==> config.mk <==
export PLATFORM = sky130hd
export DESIGN_NAME = circular_buffer_deque
export DESIGN_NICKNAME = d
export VERILOG_FILES = /design/src/rtl/cbd_pkg.sv /design/src/rtl/circular_buffer_deque.sv /design/src/rtl/cbd_ram.sv
export SDC_FILE = /design/constraint.sdc
export NUM_CORES = 2
export LEC_CHECK = 0
export BUFFER_PORTS_ARGS = -buffer_cell sky130_fd_sc_hd__buf_4
export CAP_MARGIN = 10
export CORE_MARGIN = 2
export CORE_UTILIZATION = 60
export DETAILED_ROUTE_END_ITERATION = 12
export PLACE_DENSITY = 0.77
export RECOVER_POWER = 100
export REMOVE_ABC_BUFFERS = 1
export SLEW_MARGIN = 10
export SYNTH_ARGS = -nofsm -noshare
export SYNTH_HDL_FRONTEND = slang
export SYNTH_SLANG_ARGS = --single-unit
==> constraint.sdc <==
create_clock -name i_clk -period 7.25 [get_ports i_clk]
set_input_delay 1.45 -clock i_clk [delete_from_list [all_inputs] [get_ports i_clk]]
set_output_delay 1.45 -clock i_clk [all_outputs]
set_load 0.005 [all_outputs]
==> src/rtl/cbd_pkg.sv <==
// ----------------------------------------------------------------------------
// cbd_pkg
// Shared types and constants for the circular buffer deque: command codes,
// the input and result item structs, and the controller state type.
// ----------------------------------------------------------------------------
package cbd_pkg;

    // Fixed field widths of the item interface.
    localparam int CMD_W  = 3;
    localparam int WORD_W = 32;
    localparam int CNT_W  = 6;

    // Capacity register value after reset.
    localparam logic [CNT_W-1:0] CAP_RESET = 6'd32;

    // Command codes.
    localparam logic [CMD_W-1:0] CMD_PUSH_FRONT = 3'd0;
    localparam logic [CMD_W-1:0] CMD_PUSH_REAR  = 3'd1;
    localparam logic [CMD_W-1:0] CMD_POP_FRONT  = 3'd2;
    localparam logic [CMD_W-1:0] CMD_POP_REAR   = 3'd3;
    localparam logic [CMD_W-1:0] CMD_PEEK_FRONT = 3'd4;
    localparam logic [CMD_W-1:0] CMD_PEEK_REAR  = 3'd5;
    localparam logic [CMD_W-1:0] CMD_CONTAINS   = 3'd6;

    // One input item.
    typedef struct packed {
        logic [CMD_W-1:0]  cmd;
        logic [WORD_W-1:0] data_in;
    } t_in_item;

    // One result item.
    typedef struct packed {
        logic              ok;
        logic [WORD_W-1:0] data_out;
        logic [CNT_W-1:0]  fill_count;
        logic              is_empty;
        logic              is_full;
    } t_out_item;

    // Controller states.
    typedef enum logic [1:0] {
        ST_IDLE,
        ST_READ,
        ST_SCAN
    } t_state;

endpackage

==> src/rtl/circular_buffer_deque.sv <==
// ----------------------------------------------------------------------------
// circular_buffer_deque
// Double-ended queue kept in a circular buffer of RAM slots, with head and
// tail indices and an entry count. Supports push, pop and peek at either end
// and a front-to-rear search for a key.
//
//  Channel  | Direction | Handshake                  | Payload
//  ---------+-----------+----------------------------+-----------------------
//  in       | input     | i_in_valid / o_in_ready    | i_in_item  (t_in_item)
//  out      | output    | o_out_valid / i_out_ready  | o_out_item (t_out_item)
//  cfg      | input     | i_cfg_valid / o_cfg_ready  | i_cfg_data (capacity)
//
// Push and every failing command register their result at accept. Pop and
// peek issue the slot read at accept and register the result in ST_READ,
// after the registered read of the slot RAM. A search reads one slot per
// cycle through the RAM read port and stops at the first match. Reset is
// synchronous and needs no clearing pass. A result waits in the output
// register while the block takes the next item, as long as it is taken by then.
// ----------------------------------------------------------------------------
module circular_buffer_deque #(
    parameter int DEPTH      = 32,
    parameter int DATA_WIDTH = 32
) (
    input  logic                  i_clk,
    input  logic                  i_rst_n,
    input  logic                  i_in_valid,
    output logic                  o_in_ready,
    input  cbd_pkg::t_in_item     i_in_item,
    output logic                  o_out_valid,
    input  logic                  i_out_ready,
    output cbd_pkg::t_out_item    o_out_item,
    input  logic                  i_cfg_valid,
    output logic                  o_cfg_ready,
    input  logic [cbd_pkg::CNT_W-1:0] i_cfg_data
);

    import cbd_pkg::*;

    localparam int IW = $clog2(DEPTH);
    localparam int W  = ((IW > CNT_W) ? IW : CNT_W) + 1;

    // Control registers.
    t_state               r_state, n_state;
    logic [IW-1:0]        r_head, n_head;
    logic [IW-1:0]        r_tail, n_tail;
    logic [CNT_W-1:0]     r_count, n_count;
    logic [CNT_W-1:0]     r_cap, n_cap;
    logic [IW-1:0]        r_scan_idx, n_scan_idx;
    logic [CNT_W-1:0]     r_scan_left, n_scan_left;
    logic                 r_pend, n_pend;
    logic [DATA_WIDTH-1:0] r_key, n_key;
    logic                 r_out_valid, n_out_valid;
    t_out_item            r_out, n_out;

    // RAM ports.
    logic                  ram_we;
    logic [IW-1:0]         ram_waddr;
    logic                  ram_re;
    logic [IW-1:0]         ram_raddr;
    logic [DATA_WIDTH-1:0] ram_rdata;
    logic [DATA_WIDTH-1:0] wr_data;
    logic [WORD_W-1:0]     rd_word;

    // Datapath helpers.
    logic [W-1:0]  cap_w;
    logic          is_empty_now;
    logic          is_full_now;
    logic [IW-1:0] head_next, head_prev, tail_next, tail_prev, scan_next;
    logic          out_free;
    logic          in_ready;
    logic          produce;
    logic          res_ok;
    logic [WORD_W-1:0] res_data;

    // Index step forward with wrap at the effective capacity.
    function automatic logic [IW-1:0] idx_next(input logic [IW-1:0] idx,
                                               input logic [W-1:0] cap);
        logic [W-1:0] inc;
        inc = {{(W-IW){1'b0}}, idx} + W'(1);
        return (inc >= cap) ? '0 : inc[IW-1:0];
    endfunction

    // Index step backward with wrap at the effective capacity.
    function automatic logic [IW-1:0] idx_prev(input logic [IW-1:0] idx,
                                               input logic [W-1:0] cap);
        logic [W-1:0] ext;
        logic [W-1:0] dec;
        ext = {{(W-IW){1'b0}}, idx};
        dec = ((idx == '0) || (ext >= cap)) ? (cap - W'(1)) : (ext - W'(1));
        return dec[IW-1:0];
    endfunction

    // Slot storage.
    cbd_ram #(
        .WIDTH (DATA_WIDTH),
        .DEPTH (DEPTH)
    ) u_slot_ram (
        .i_clk   (i_clk),
        .i_we    (ram_we),
        .i_waddr (ram_waddr),
        .i_wdata (wr_data),
        .i_re    (ram_re),
        .i_raddr (ram_raddr),
        .o_rdata (ram_rdata)
    );

    // Width adaptation between the 32-bit item words and the slot width.
    generate
        if (DATA_WIDTH >= WORD_W) begin : g_wide
            assign wr_data = DATA_WIDTH'(i_in_item.data_in);
            assign rd_word = ram_rdata[WORD_W-1:0];
        end else begin : g_narrow
            assign wr_data = i_in_item.data_in[DATA_WIDTH-1:0];
            assign rd_word = {{(WORD_W-DATA_WIDTH){1'b0}}, ram_rdata};
        end
    endgenerate

    // Effective capacity: zero acts as one, values above DEPTH act as DEPTH.
    always_comb begin
        if (r_cap == '0) begin
            cap_w = W'(1);
        end else if ({{(W-CNT_W){1'b0}}, r_cap} > W'(DEPTH)) begin
            cap_w = W'(DEPTH);
        end else begin
            cap_w = {{(W-CNT_W){1'b0}}, r_cap};
        end
    end

    assign is_empty_now = (r_count == '0);
    assign is_full_now  = ({{(W-CNT_W){1'b0}}, r_count} >= cap_w);

    assign head_next = idx_next(r_head, cap_w);
    assign head_prev = idx_prev(r_head, cap_w);
    assign tail_next = idx_next(r_tail, cap_w);
    assign tail_prev = idx_prev(r_tail, cap_w);
    assign scan_next = idx_next(r_scan_idx, cap_w);

    // The output register is free when empty or being taken this cycle.
    assign out_free    = !r_out_valid || i_out_ready;
    assign in_ready    = (r_state == ST_IDLE) && !i_cfg_valid && out_free;
    assign o_in_ready  = in_ready;
    assign o_cfg_ready = (r_state == ST_IDLE);
    assign o_out_valid = r_out_valid;
    assign o_out_item  = r_out;

    // Next state, index updates, RAM control and result generation.
    always_comb begin
        n_state     = r_state;
        n_head      = r_head;
        n_tail      = r_tail;
        n_count     = r_count;
        n_cap       = r_cap;
        n_scan_idx  = r_scan_idx;
        n_scan_left = r_scan_left;
        n_pend      = 1'b0;
        n_key       = r_key;
        ram_we      = 1'b0;
        ram_waddr   = r_tail;
        ram_re      = 1'b0;
        ram_raddr   = r_head;
        produce     = 1'b0;
        res_ok      = 1'b0;
        res_data    = '0;

        unique case (r_state)
            ST_IDLE: begin
                if (i_cfg_valid) begin
                    // A capacity write also empties the deque.
                    n_cap   = i_cfg_data;
                    n_head  = '0;
                    n_tail  = '0;
                    n_count = '0;
                end else if (i_in_valid && in_ready) begin
                    produce = 1'b1;
                    unique case (i_in_item.cmd)
                        CMD_PUSH_FRONT: begin
                            if (!is_full_now) begin
                                n_head    = head_prev;
                                ram_we    = 1'b1;
                                ram_waddr = head_prev;
                                n_count   = r_count + CNT_W'(1);
                                res_ok    = 1'b1;
                            end
                        end
                        CMD_PUSH_REAR: begin
                            if (!is_full_now) begin
                                ram_we    = 1'b1;
                                ram_waddr = r_tail;
                                n_tail    = tail_next;
                                n_count   = r_count + CNT_W'(1);
                                res_ok    = 1'b1;
                            end
                        end
                        CMD_POP_FRONT: begin
                            if (!is_empty_now) begin
                                ram_re    = 1'b1;
                                ram_raddr = r_head;
                                n_head    = head_next;
                                n_count   = r_count - CNT_W'(1);
                                produce   = 1'b0;
                                n_state   = ST_READ;
                            end
                        end
                        CMD_POP_REAR: begin
                            if (!is_empty_now) begin
                                ram_re    = 1'b1;
                                ram_raddr = tail_prev;
                                n_tail    = tail_prev;
                                n_count   = r_count - CNT_W'(1);
                                produce   = 1'b0;
                                n_state   = ST_READ;
                            end
                        end
                        CMD_PEEK_FRONT: begin
                            if (!is_empty_now) begin
                                ram_re    = 1'b1;
                                ram_raddr = r_head;
                                produce   = 1'b0;
                                n_state   = ST_READ;
                            end
                        end
                        CMD_PEEK_REAR: begin
                            if (!is_empty_now) begin
                                ram_re    = 1'b1;
                                ram_raddr = tail_prev;
                                produce   = 1'b0;
                                n_state   = ST_READ;
                            end
                        end
                        CMD_CONTAINS: begin
                            if (!is_empty_now) begin
                                n_scan_idx  = r_head;
                                n_scan_left = r_count;
                                n_key       = wr_data;
                                produce     = 1'b0;
                                n_state     = ST_SCAN;
                            end
                        end
                        default: begin
                        end
                    endcase
                end
            end
            ST_READ: begin
                // The slot read issued at accept is now on the RAM output.
                produce  = 1'b1;
                res_ok   = 1'b1;
                res_data = rd_word;
                n_state  = ST_IDLE;
            end
            ST_SCAN: begin
                // Issue one slot read per cycle while entries remain.
                if (r_scan_left != '0) begin
                    ram_re      = 1'b1;
                    ram_raddr   = r_scan_idx;
                    n_scan_idx  = scan_next;
                    n_scan_left = r_scan_left - CNT_W'(1);
                    n_pend      = 1'b1;
                end
                // Compare the slot read in the previous cycle.
                if (r_pend && (ram_rdata == r_key)) begin
                    produce = 1'b1;
                    res_ok  = 1'b1;
                    n_pend  = 1'b0;
                    n_state = ST_IDLE;
                end else if (!r_pend && (r_scan_left == '0)) begin
                    produce = 1'b1;
                    n_state = ST_IDLE;
                end
            end
            default: begin
                n_state = ST_IDLE;
            end
        endcase
    end

    // Result item: status always reflects the count after the command.
    always_comb begin
        n_out_valid = r_out_valid && !i_out_ready;
        n_out       = r_out;
        if (produce) begin
            n_out_valid         = 1'b1;
            n_out.ok            = res_ok;
            n_out.data_out      = res_data;
            n_out.fill_count    = n_count;
            n_out.is_empty      = (n_count == '0);
            n_out.is_full       = ({{(W-CNT_W){1'b0}}, n_count} >= cap_w);
        end
    end

    // Control state registers.
    always_ff @(posedge i_clk) begin
        if (!i_rst_n) begin
            r_state     <= ST_IDLE;
            r_head      <= '0;
            r_tail      <= '0;
            r_count     <= '0;
            r_cap       <= CAP_RESET;
            r_scan_left <= '0;
            r_pend      <= 1'b0;
            r_out_valid <= 1'b0;
        end else begin
            r_state     <= n_state;
            r_head      <= n_head;
            r_tail      <= n_tail;
            r_count     <= n_count;
            r_cap       <= n_cap;
            r_scan_left <= n_scan_left;
            r_pend      <= n_pend;
            r_out_valid <= n_out_valid;
        end
    end

    // Payload registers.
    always_ff @(posedge i_clk) begin
        r_scan_idx <= n_scan_idx;
        r_key      <= n_key;
        r_out      <= n_out;
    end

endmodule

==> src/rtl/cbd_ram.sv <==
// ----------------------------------------------------------------------------
// cbd_ram
// Generic simple dual-port RAM: one write port, one read port with the read
// data registered.
// ----------------------------------------------------------------------------
module cbd_ram #(
    parameter int WIDTH = 32,
    parameter int DEPTH = 32
) (
    input  logic                     i_clk,
    input  logic                     i_we,
    input  logic [$clog2(DEPTH)-1:0] i_waddr,
    input  logic [WIDTH-1:0]         i_wdata,
    input  logic                     i_re,
    input  logic [$clog2(DEPTH)-1:0] i_raddr,
    output logic [WIDTH-1:0]         o_rdata
);

    logic [WIDTH-1:0] r_mem [DEPTH];
    logic [WIDTH-1:0] r_rdata;

    // Write port.
    always_ff @(posedge i_clk) begin
        if (i_we) begin
            r_mem[i_waddr] <= i_wdata;
        end
    end

    // Registered read port.
    always_ff @(posedge i_clk) begin
        if (i_re) begin
            r_rdata <= r_mem[i_raddr];
        end
    end

    assign o_rdata = r_rdata;

endmodule
==> summary.txt <==
Critical path
  • Worst setup SP type: register
  • Crit Path Category: reg -> reg
  • Critical-path top delay cell: clkbuf_1
  • CP max stage delay: 0.97 ns
  • Worst EP required: 7.52 ns
  • Crit path max-delay family: simple AND/OR/NAND/NOR gates
  • CP max FO: 19
  • Reg-to-reg slack, setup: ~0.76 ns
  • Top cell by count, worst path: a21o_1
  • Critical Path End Type: register
  • Cell Chain, Critical Path: nor3_1 > a21oi_1 > nor2_1 > ha_1 > nand2b_1 > a21o_1 > a21o_1 > a211oi_1 > o22ai_1 > mux2i_1 > o21ai_0 > or4_1 > nor2_4 > clkbuf_1
  • Worst Path Arrival: ~6.8 ns
  • Worst Path Buf+Inv: 1

STA
  • # setup viols final: 0
  • Skew final: between 0.04 and 0.05 ns
  • Max Slew Vio Count: 1124
  • Hold_ws: 0.522 ns
  • Max-Slew Margin vs Limit: -128%
  • Slew @ Worst Pin: between 3 and 4 ns
  • Final hold vios: 0
  • RSZ-0062 raised after global routing: no
  • F_max: 0.154 GHz
  • Crit path time final: ~6.5 ns
  • Final WS setup: 0.765 ns
  • Period utilization: 89.5%

Clock network
  • Hold Buf Count CTS: 0
  • Clock sinks: 1166
  • CTS max path bufs: 3
  • Cts bufs inserted: 113
  • H-tree levels: 3
  • Postcts setup bufs: 0
  • CTS tree: built
  • Clk slew on worst S/H paths: 0.06 ns
  • Cts repair resizes: 0
  • Root buffer cell: clkbuf_16
  • Worst-Skew Late Latency: 0.69 ns

Hold path
  • Hold WC Path Type: reg -> reg

Global route
  • Global-route wire length before repair: between 150000 and 200000 um
  • Vias in the first global route: 24929
  • Largest net degree at the start of global routing: 75
  • Initial antenna violation count: 2
  • GR Util All Layers: 27.7%
  • GRT overflow: 0

Placement
  • Placer congestion estimate: roughly 0.87
  • HPWL after DPL: roughly 70000 um
  • IO buf count: 89
  • Pre-CTS worst setup slack: between 1 and 1.5 ns

Pwr
  • Internal power: 10.7 mW
  • Sw Share: 20.2%
  • Lkg Pwr: 16.0 nW
  • Seq pwr share: between 50% and 60%
  • Power per cell area: 250 nW/um2
  • Net Switching: 2.72 mW
  • Comb pwr share: 2.7%
  • Clock power frac: approximately 42%
  • Maximum VDD drop: 0.300 mV

Cells and area
  • Most frequent cells in the layout: edfxtp_1 (1134), mux2i_1 (589), mux4_2 (128)
  • Util after Layout: 67.0%
  • Share of cells above drive strength 1: 16.3%
  • Synthesis-to-finish area growth: 11.0%
  • Nets: 2834
  • Most common cell after layout, fill and taps aside: edfxtp_1

Die
  • # IOs: 90
  • Rows: 104
  • Die area: 83000 um2
  • Die Span Y: 288 um
  • Initial Util: roughly 60%
  • Die Width: 288 um
  • Core Area: ~80000 um2

Route
  • Initial drt markers: 2414
  • TritonRoute pass-1 iters: 6
  • WL/cell: ~29 um
  • Number of routed nets with antenna violations: 0
  • Vias per cell: around 6.3
  • Final WL: 114000 um
  • DRC errors left: 0
  • Vias post-DR: about 25000

Yosys
  • Top cell type by total area after synthesis: edfxtp_1
  • Number of synthesized flops with an enable pin: between 1000 and 1500
  • Mapped Area: ~48000 um2
  • Synth Warn #: 0
  • Async set or reset register ratio after synthesis: 0%
  • Post-synth top area share: a little over two thirds
  • #FFs+latches synth: 1166
  • Top_reg_cell synth: edfxtp_1
  • Distinct cells, synth: 76
  • Seq/Total Area, Yosys: 71.6%
  • Avg Synthesized Cell Area: 18.7 um2
  • Cells after synthesis: between 2000 and 3000
  • Synth top area cells: edfxtp_1 (70%), mux2i_1 (12%), mux4_2 (6.0%)

Outcome
  • Failing checks: capacitance limit, slew limit
  • Status: finished, violations left

Run
  • Max-cap violations: 37
==> registers in the layout (all words and copies together), names as in the netlist <==
signal,count
r_state,2
r_tail,5
r_scan_left,6
r_count,6
r_key,32
r_pend,1
o_out_valid,1
u_slot_ram.o_rdata,32
r_cap,6
o_out_item,41
r_scan_idx,5
u_slot_ram.r_mem,1024
r_head,5
==> stage by stage <==
step	total power, mW	cells	cell area (um2)	setup TNS (ns)
finish	13.4	3894	53700	0
global route	13.8	3892	53700	0
CTS	13.5	3888	54000	0
detailed placement	7.93	3677	50400	0
global placement	7.92	3677	50400	0
floorplan	7.83	2465	47400	-515.52
==> worst paths after layout <==
check / cells after the start / end / from
min reg2reg: 2 / r_cap[1] / r_cap[1]
min: 2 / r_cap[1] / r_cap[1]
max: 14 / u_slot_ram.r_mem[16][12] / r_cap[3]
max reg2reg: 14 / u_slot_ram.r_mem[16][12] / r_cap[3]
==> layer usage <==
metal	global-route usage [%]	part of all wire (%)	vias to the layer above
li1	-	-	10614
met1	37.9	39	12675
met2	45.8	50	1152
met3	4.17	7.6	164
met4	10.0	2.9	2
met5	0	0.011	-
==> power groups by stage <==
stage | clock, mW | combinational, mW | sequential [mW]
floorplan | 0 | 0.269 | 7.56
global placement | 0 | 0.368 | 7.56
detailed placement | 0 | 0.378 | 7.56
CTS | 5.71 | 0.380 | 7.41
global route | 5.95 | 0.391 | 7.42
finish | 5.65 | 0.364 | 7.42
==> final cells by class <==
| class | count | area (um2) |
|---|---|---|
| Sequential cell | 1166 | 34700 |
| Antenna cell | 2 | 5.00 |
| Timing Repair Buffer | 156 | 1180 |
| Clock inverter | 74 | 608 |
| Fill cell | 5193 | 26400 |
| Clock buffer | 137 | 2960 |
| Multi-Input combinational cell | 1273 | 12900 |
| Tap cell | 1060 | 1330 |
| Inverter | 26 | 97.6 |
==> logic make-up (layout without fill, tap and decap cells) <==
group | after synthesis | in the layout | synth area share [%]
mux | 753 | 753 | 19.0
buf+inv | 154 | 393 | 2.21
flops | 1166 | 1166 | 71.6
fa+ha+maj | 52 | 52 | 1.34
simple gates | 283 | 283 | 3.01
compound gates | 138 | 138 | 1.96
other cells | 0 | 2 | 0
xor+xnor | 47 | 47 | 0.850
==> Yosys cell counts, types with 9 or more instances <==
library cell     n
a21oi_1         27
nor2b_1         13
buf_6           54
clkbuf_1        28
nor3_1          17
nand4_1          9
and2_1          47
nor2_1          69
nand2_1         59
dfxtp_1         32
inv_1           24
mux2_2          35
ha_1            52
buf_4           16
nand2b_1        17
o21ai_0         26
edfxtp_1      1134
xnor2_1         37
xor2_1          10
mux2i_1        589
buf_2           22
nand3_1         17
mux4_2         128
==> worst reg2reg max path: cells and delay by family, from the launching register on <==
kind            cells  cell delay, ns
compound gates      6            1.36
fa+ha+maj           1            0.39
buf+inv             1            0.97
flops               1            0.36
mux                 1            0.28
simple gates        5            2.69
Power figures use the tool's default switching activity.
